**src/sv/rpsc_pkg.sv**
```systemverilog
// Shared types, widths, register codes and constants of the ramped PWM speed controller.
package rpsc_pkg;

  localparam int unsigned SpeedW = 14;
  localparam int unsigned DutyW  = 12;
  localparam int unsigned CfgW   = 12;
  localparam int unsigned CfgIdxW = 2;

  // Divide by 10 as a multiply by a reciprocal and a shift; exact for magnitudes below 2**14.
  localparam int unsigned Divisor   = 10;
  localparam int unsigned Div10Shift = 16;
  localparam int unsigned Div10Mul  = (1 << Div10Shift) / Divisor + 1;
  localparam int unsigned Div10MulW = 13;
  localparam int unsigned ErrW      = SpeedW + 1;
  localparam int unsigned ErrMagW   = SpeedW;
  localparam int unsigned ProdW     = ErrMagW + Div10MulW;
  localparam int unsigned QuoW      = ProdW - Div10Shift;

  typedef logic signed [SpeedW-1:0] speed_t;
  typedef logic        [DutyW-1:0]  duty_t;
  typedef logic        [CfgW-1:0]   cfg_data_t;

  typedef enum logic [CfgIdxW-1:0] {
    CFG_STEP_LIMIT = 2'd0,
    CFG_DECEL_STEP = 2'd1,
    CFG_DUTY_LIMIT = 2'd2
  } cfg_idx_e;

  localparam cfg_data_t StepLimitRst = 12'd20;
  localparam cfg_data_t DecelStepRst = 12'd20;
  localparam cfg_data_t DutyLimitRst = 12'd900;

endpackage

```
**src/sv/rpsc_in_if.sv**
```systemverilog
// Request channel carrying one speed setpoint and one measured speed per control tick.
interface rpsc_in_if import rpsc_pkg::*; ();
  logic   valid;
  logic   ready;
  speed_t setpoint;
  speed_t measured;

  modport source (output valid, output setpoint, output measured, input ready);
  modport sink   (input valid, input setpoint, input measured, output ready);
endinterface

```
**src/sv/rpsc_out_if.sv**
```systemverilog
// Result channel carrying the PWM duty and drive direction after each control tick.
interface rpsc_out_if import rpsc_pkg::*; ();
  logic  valid;
  logic  ready;
  duty_t duty;
  logic  direction;

  modport source (output valid, output duty, output direction, input ready);
  modport sink   (input valid, input duty, input direction, output ready);
endinterface

```
**src/sv/ramped_pwm_speed_controller.sv**
```systemverilog
// Top level of the ramped PWM speed controller: integral velocity loop with reversal ramp.
//
// Usage:
//   req_i carries one request per control tick: a signed setpoint and a measured
//   speed. rsp_o returns exactly one result per request: the new PWM duty and the
//   drive direction (1 forward, 0 reverse), in request order.
//   cfg_we_i/cfg_idx_i/cfg_data_i write step_limit (0), decel_step (1) and
//   duty_limit (2); other indexes are ignored. Write only while the block is idle.
// Pipeline:
//   Three registered stages: request register, step stage (setpoint clamp,
//   error divided by 10, step clamp) and the duty/direction state, which is
//   also the result register. An accepted request moves from the request
//   register through the step register into the state register, which drives
//   rsp_o.valid; one request is accepted every cycle while rsp_o is drained.
//   The duty update needs only the previous duty and direction.
// Reset:
//   rst_ni clears every stage's valid flag, sets duty to 0 and direction to reverse, and
//   loads the register defaults (20, 20, 900). No clearing pass is needed.
// Stall:
//   When rsp_o is held off, the result stays put and the stages fill; req_i
//   drops ready only once every stage holds a request.
module ramped_pwm_speed_controller import rpsc_pkg::*; (
  input  logic                 clk_i,
  input  logic                 rst_ni,
  rpsc_in_if.sink              req_i,
  rpsc_out_if.source           rsp_o,
  input  logic                 cfg_we_i,
  input  logic [CfgIdxW-1:0]   cfg_idx_i,
  input  cfg_data_t            cfg_data_i
);

  // Configuration registers.
  cfg_data_t step_limit_q, decel_step_q, duty_limit_q;

  always_ff @(posedge clk_i or negedge rst_ni) begin
    if (!rst_ni) begin
      step_limit_q <= StepLimitRst;
      decel_step_q <= DecelStepRst;
      duty_limit_q <= DutyLimitRst;
    end else if (cfg_we_i) begin
      case (cfg_idx_e'(cfg_idx_i))
        CFG_STEP_LIMIT: step_limit_q <= cfg_data_i;
        CFG_DECEL_STEP: decel_step_q <= cfg_data_i;
        CFG_DUTY_LIMIT: duty_limit_q <= cfg_data_i;
        default: ;  // drop writes beyond the register list
      endcase
    end
  end

  // Stage handshakes: a stage takes a new request when empty or when it hands on.
  logic a_vld_q, b_vld_q, c_vld_q;
  logic a_ready, b_ready, c_ready;
  logic a_fire, b_fire;

  assign c_ready = !c_vld_q || rsp_o.ready;
  assign b_ready = !b_vld_q || c_ready;
  assign a_ready = !a_vld_q || b_ready;
  assign a_fire  = a_vld_q && b_ready;
  assign b_fire  = b_vld_q && c_ready;

  assign req_i.ready = a_ready;

  // Stage A: request register.
  speed_t a_sp_q, a_pv_q;

  always_ff @(posedge clk_i or negedge rst_ni) begin
    if (!rst_ni) begin
      a_vld_q <= 1'b0;
    end else if (a_ready) begin
      a_vld_q <= req_i.valid;
    end
  end

  always_ff @(posedge clk_i) begin
    if (a_ready && req_i.valid) begin
      a_sp_q <= req_i.setpoint;
      a_pv_q <= req_i.measured;
    end
  end

  // Step computation: clamp the setpoint magnitude, divide the error by 10
  // toward zero, then clamp the step magnitude to step_limit.
  logic [SpeedW-1:0]        sp_mag;
  duty_t                    sp_clip;
  logic                     tdir;
  logic signed [ErrW-1:0]   err;
  logic                     err_neg;
  logic [ErrMagW-1:0]       err_mag;
  logic [ProdW-1:0]         prod;
  logic [QuoW-1:0]          quo;
  logic [QuoW-1:0]          step_mag;

  always_comb begin
    sp_mag  = a_sp_q[SpeedW-1] ? SpeedW'(~a_sp_q + 1'b1) : SpeedW'(a_sp_q);
    sp_clip = (sp_mag > SpeedW'(duty_limit_q)) ? duty_limit_q : sp_mag[DutyW-1:0];
    tdir    = !a_sp_q[SpeedW-1] && (a_sp_q != '0);
    err     = $signed({{(ErrW-DutyW){1'b0}}, sp_clip})
              - $signed({a_pv_q[SpeedW-1], a_pv_q});
    err_neg = err[ErrW-1];
    err_mag = err_neg ? ErrMagW'(-err) : err[ErrMagW-1:0];
    prod    = ProdW'(err_mag) * ProdW'(Div10Mul);
    quo     = prod[ProdW-1:Div10Shift];
    step_mag = (CfgW'(quo) > step_limit_q) ? step_limit_q[QuoW-1:0] : quo;
  end

  // Stage B: step register.
  duty_t           b_mag_q;
  logic            b_tdir_q;
  logic            b_neg_q;
  logic [QuoW-1:0] b_step_q;

  always_ff @(posedge clk_i or negedge rst_ni) begin
    if (!rst_ni) begin
      b_vld_q <= 1'b0;
    end else if (b_ready) begin
      b_vld_q <= a_vld_q;
    end
  end

  always_ff @(posedge clk_i) begin
    if (a_fire) begin
      b_mag_q  <= sp_clip;
      b_tdir_q <= tdir;
      b_neg_q  <= err_neg && (step_mag != '0);
      b_step_q <= step_mag;
    end
  end

  // Duty update against the stored state.
  duty_t             duty_q, duty_d;
  logic              dir_q, dir_d;
  logic [DutyW:0]    run;
  duty_t             clipped;

  always_comb begin
    dir_d = dir_q;
    run   = {1'b0, duty_q};
    if (b_mag_q != '0) begin
      if (dir_q != b_tdir_q) begin
        // Ramp down toward the reversal; flip once the duty reaches zero.
        if (duty_q > decel_step_q) begin
          run = {1'b0, duty_q - decel_step_q};
        end else begin
          run   = '0;
          dir_d = b_tdir_q;
        end
      end else if (b_neg_q) begin
        run = (duty_q > DutyW'(b_step_q)) ? {1'b0, duty_q - DutyW'(b_step_q)} : '0;
      end else begin
        run = {1'b0, duty_q} + (DutyW+1)'(b_step_q);
      end
    end
    clipped = (run > {1'b0, duty_limit_q}) ? duty_limit_q : run[DutyW-1:0];
    if (b_mag_q == '0) begin
      // Stop: ramp down by the decel step, hold the direction.
      duty_d = (clipped > decel_step_q) ? clipped - decel_step_q : '0;
    end else begin
      duty_d = clipped;
    end
  end

  // Stage C: state and result register.
  always_ff @(posedge clk_i or negedge rst_ni) begin
    if (!rst_ni) begin
      c_vld_q <= 1'b0;
      duty_q  <= '0;
      dir_q   <= 1'b0;
    end else begin
      if (c_ready) begin
        c_vld_q <= b_vld_q;
      end
      if (b_fire) begin
        duty_q <= duty_d;
        dir_q  <= dir_d;
      end
    end
  end

  assign rsp_o.valid     = c_vld_q;
  assign rsp_o.duty      = duty_q;
  assign rsp_o.direction = dir_q;

endmodule
```
**src/flat_wrapper.sv**
```systemverilog
// flat-port wrapper written by rule: the top's interface ports become plain ports
module ramped_pwm_speed_controller_flat import rpsc_pkg::*;
  (clk_i, rst_ni, cfg_we_i, cfg_idx_i, cfg_data_i, req_i_valid, req_i_setpoint, req_i_measured, req_i_ready, rsp_o_valid, rsp_o_duty, rsp_o_direction, rsp_o_ready);
  rpsc_in_if req_i_i ();
  rpsc_out_if rsp_o_i ();
  input  logic clk_i;
  input  logic rst_ni;
  input  logic cfg_we_i;
  input  logic [CfgIdxW-1:0] cfg_idx_i;
  input  cfg_data_t cfg_data_i;
  input wire logic [$bits(req_i_i.valid)-1:0] req_i_valid;
  input wire logic [$bits(req_i_i.setpoint)-1:0] req_i_setpoint;
  input wire logic [$bits(req_i_i.measured)-1:0] req_i_measured;
  output wire logic [$bits(req_i_i.ready)-1:0] req_i_ready;
  output wire logic [$bits(rsp_o_i.valid)-1:0] rsp_o_valid;
  output wire logic [$bits(rsp_o_i.duty)-1:0] rsp_o_duty;
  output wire logic [$bits(rsp_o_i.direction)-1:0] rsp_o_direction;
  input wire logic [$bits(rsp_o_i.ready)-1:0] rsp_o_ready;
  assign req_i_i.valid = req_i_valid;
  assign req_i_i.setpoint = req_i_setpoint;
  assign req_i_i.measured = req_i_measured;
  assign req_i_ready = req_i_i.ready;
  assign rsp_o_valid = rsp_o_i.valid;
  assign rsp_o_duty = rsp_o_i.duty;
  assign rsp_o_direction = rsp_o_i.direction;
  assign rsp_o_i.ready = rsp_o_ready;
  ramped_pwm_speed_controller u_core (.clk_i(clk_i), .rst_ni(rst_ni), .req_i(req_i_i), .rsp_o(rsp_o_i), .cfg_we_i(cfg_we_i), .cfg_idx_i(cfg_idx_i), .cfg_data_i(cfg_data_i));
endmodule
```
**config.mk**
```make
export PLATFORM = sky130hd
export DESIGN_NAME = ramped_pwm_speed_controller_flat
export DESIGN_NICKNAME = d
export VERILOG_FILES = /design/src/sv/rpsc_pkg.sv /design/src/sv/rpsc_in_if.sv /design/src/sv/rpsc_out_if.sv /design/src/sv/ramped_pwm_speed_controller.sv /design/src/flat_wrapper.sv
export SDC_FILE = /design/constraint.sdc
export NUM_CORES = 1
export LEC_CHECK = 0
export ABC_AREA = 1
export BUFFER_PORTS_ARGS = -buffer_cell sky130_fd_sc_hd__buf_4
export CORE_MARGIN = 2
export CORE_UTILIZATION = 43
export CTS_CLUSTER_DIAMETER = 200
export DETAILED_ROUTE_END_ITERATION = 16
export GPL_TIMING_DRIVEN = 1
export SLEW_MARGIN = 20
export SYNTH_ARGS = -nofsm -noshare
export SYNTH_HDL_FRONTEND = slang
export SYNTH_SLANG_ARGS = --single-unit
```
**constraint.sdc**
```tcl
create_clock -name clk_i -period 9.5 [get_ports clk_i]
set_input_delay 1.9 -clock clk_i [delete_from_list [all_inputs] [get_ports clk_i]]
set_output_delay 1.9 -clock clk_i [all_outputs]
set_load 0.02 [all_outputs]
```
==> flow_metrics.env <==
export IMPL_ys_seq_area_share_pct=21.9
export IMPL_layout_nets=2528
export IMPL_std_cell_rows=64
export IMPL_nFillCells=2768
export IMPL_netlist_instances=1919
export IMPL_grt_pass1_wl_um=65900
export IMPL_ys_seq_elements=105
export IMPL_yosysMostFrequentCell="nand2_1"
export IMPL_tns_ps=-348
export IMPL_fin_ws_ps=-154
export IMPL_clk_pin_slew_ps=80
export IMPL_synth_warning_count=0
export IMPL_place_gp_congestion=0.935
export IMPL_overflow=0
export IMPL_post_route_cell_area_mm2=0.0183
export IMPL_period_share_pct=102
export IMPL_grt_antenna_before_repair=0
export IMPL_routed_wl_um=41000
export IMPL_netlist_area_mm2=0.0133
export IMPL_fin_cells=2646
export IMPL_dpl_hpwl_um=33000
export IMPL_maxCapViolCount=0
export IMPL_dieWidth_um=180
export IMPL_cts_sinks=105
export IMPL_ys_types=53
export IMPL_place_area_mm2=0.0157
export IMPL_max_slew_margin_pct=30.1
export IMPL_violations="negative setup slack"
export IMPL_crit_buf_inv=14
export IMPL_worst_slew_pin_slew_ps=1040
export IMPL_io_pins=62
export IMPL_crit_arrival_ps=9770
export IMPL_synth_ff_type="edfxtp_1"
export IMPL_h_tree_depth=3
export IMPL_worstSetupPathType="flip-flop to flip-flop"
export IMPL_cts_tree="yes"
export IMPL_dr_pass1_iters=5
export IMPL_port_buffers=61
export IMPL_crit_slowest_cell="fa_2"
export IMPL_period_needed_ps=9650
export IMPL_synth_area_per_cell_um2=6.91
export IMPL_cp_data_required_time_ps=9610
export IMPL_drt_iter0_drc=656
export IMPL_crit_family="adder cells"
export IMPL_start_util_pct=43.5
export IMPL_wl_per_cell_um=15.5
export IMPL_final_hold_violation_count=0
export IMPL_synth_largest_area_cell="ha_1"
export IMPL_rsz0062_at_grt="yes"
export IMPL_yosysTopAreaCellShare_pct=17.8
export IMPL_grt_pass1_vias=13259
export IMPL_holdWs_ps=477
export IMPL_clock_latency_ps=350
export IMPL_grt_max_degree=53
export IMPL_ctsRootBufferMaster="clkbuf_16"
export IMPL_setup_viol=7
export IMPL_ant_nets=0
export IMPL_via_count=13147
export IMPL_drive_gt1_share_pct=30.7
export IMPL_synth_commonest_cells="nand2_1 (506), inv_1 (383), ha_1 (189)"
export IMPL_synth_edf_count=53
export IMPL_groute_usage_overall_pct=25.1
export IMPL_synth_fp_nets=2202
export IMPL_run_status="finished with violations"
export IMPL_drt_vias_per_instance=4.97
export IMPL_drc_errors=0
export IMPL_cpPeakStageDelay_ps=570
export IMPL_core_mm2=0.0305
export IMPL_seq_area_mm2=0.00290
export IMPL_report_final_slew_viol_count=0
export IMPL_cp_end_kind="flip-flop"
export IMPL_die_area_mm2=0.0323
export IMPL_start_kind="flip-flop"
export IMPL_syn_to_final_growth_pct=37.7
export IMPL_path_max_fanout=6
export IMPL_cp_common_cell="nand2_2"
export IMPL_dp_cells=2561
export IMPL_multi_input_area_mm2=0.0104
export IMPL_cts_buffer_depth=2
export IMPL_die_y_um=180
export IMPL_hp_class="flip-flop to flip-flop"
export IMPL_synthTopCellsByArea="ha_1 (18%), nand2_1 (14%), edfxtp_1 (12%), inv_1 (11%), dfrtp_1 (8.3%)"
export IMPL_fin_worst_skew_ps=16.1
export IMPL_hold_buffers=0
export IMPL_antenna_cells=0
export IMPL_cts_buffers=9
export IMPL_max_freq_mhz=104
export IMPL_synthArstFlopShare_pct=49.5
state kept, by name, summed over array words and instances (netlist names):
signal and cells:
u_core.a_pv_q 14, u_core.a_sp_q 14, u_core.b_mag_q 12, u_core.decel_step_q 12, u_core.duty_limit_q 12, u_core.rsp_o.duty 12, u_core.step_limit_q 12, u_core.b_step_q 11
u_core.a_vld_q 1, u_core.b_neg_q 1, u_core.b_tdir_q 1, u_core.b_vld_q 1, u_core.rsp_o.direction 1, u_core.rsp_o.valid 1
through the flow:
| step | setup slack (ps) | util [%] |
|---|---|---|
| 2_1_floorplan | 22.1 | - |
| 3_3_place_gp | -596 | 51.5 |
| 4_1_cts | -125 | 57.0 |
| 3_5_place_dp | -849 | 51.5 |
| 5_1_grt | -670 | 59.8 |
| 6_report | -154 | 59.8 |
cell type report:
cell class,instances,area share (%)
Multi-Input combinational cell,1392,56.8
Sequential cell,105,15.9
Timing Repair Buffer,343,14.7
Inverter,394,8.18
Tap cell,396,2.71
Clock buffer,9,1.23
Clock inverter,7,0.493
cells by family after synthesis:
logic type / count (synthesis) / share of synthesized area [%]
compound gates: 219 / 8.90
xor+xnor: 49 / 3.49
fa+ha+maj: 236 / 24.9
buf+inv: 422 / 12.1
flops: 105 / 21.9
mux: 1 / 0.0849
simple gates: 887 / 28.6
layout by cell type (no fill, tap or decap), types with 8 or more instances in the layout:
master / synthesis / routed
ha_1: 189 / 145
inv_2: 9 / 37
fa_1: 47 / 43
buf_6: 0 / 12
or2_2: 8 / 8
xnor2_1: 13 / 10
dfstp_2: 8 / 8
nand2_4: 3 / 19
nor2_2: 4 / 18
nand3_1: 132 / 109
nand3b_1: 9 / 9
clkbuf_16: 0 / 9
nand4_1: 22 / 22
and2_1: 12 / 11
nor2_1: 151 / 115
inv_1: 383 / 351
nand2_1: 506 / 433
edfxtp_1: 53 / 53
dfrtp_1: 44 / 44
xor2_1: 33 / 23
o21ai_0: 80 / 70
nor2_4: 3 / 25
nand3_2: 2 / 20
ha_4: 0 / 42
o21ai_1: 4 / 8
nor3_1: 16 / 8
a21oi_4: 1 / 13
a21oi_2: 2 / 16
xor2_2: 2 / 9
nand2_2: 12 / 68
a21oi_1: 106 / 80
buf_4: 2 / 326
routing by layer:
| layer | GRT usage (%) | routed length [µm] | up-vias |
|---|---|---|---|
| met5 | 0 | 0 | - |
| met4 | 9.37 | 1580 | 0 |
| met3 | 2.07 | 1290 | 72 |
| met2 | 45.8 | 20800 | 280 |
| met1 | 30.6 | 17200 | 6101 |
| li1 | - | - | 6694 |
worst register-to-register path: cells and delay by family, from the launching register on:
kind                       cells  cell delay (ps)
and+or+nand+nor               36             3380
buffers and inverters         14             1100
AOI/OAI and AO/OA              3              650
DFF                            1              430
adders and majority gates     10             3480
xor gates and xnor gates       2              330
final timing paths:
| check | slack (ps) | cells after the start | from | to |
|---|---|---|---|---|
| min | 480 | 2 | u_core.b_vld_q | u_core.rsp_o.valid |
| min in group asynchronous | 1560 | 1 | rst_ni | u_core.a_vld_q |
| max in group asynchronous | 7450 | 1 | rst_ni | u_core.decel_step_q[10] |
| max | -150 | 65 | u_core.a_sp_q[1] | u_core.b_neg_q |
| max reg2reg | -150 | 65 | u_core.a_sp_q[1] | u_core.b_neg_q |
| min reg2reg | 480 | 2 | u_core.b_vld_q | u_core.rsp_o.valid |
repair_timing:
item	in CTS	in global routing
cloned	1	0
pin swaps	114	79
endpoints found under the setup margin	12	12
resized for setup	209	165
buffers inserted	44	28
Power is left out: the tool's default activity adds up to more than one toggle a clock period on the data nets, which glitch-free logic cannot reach.
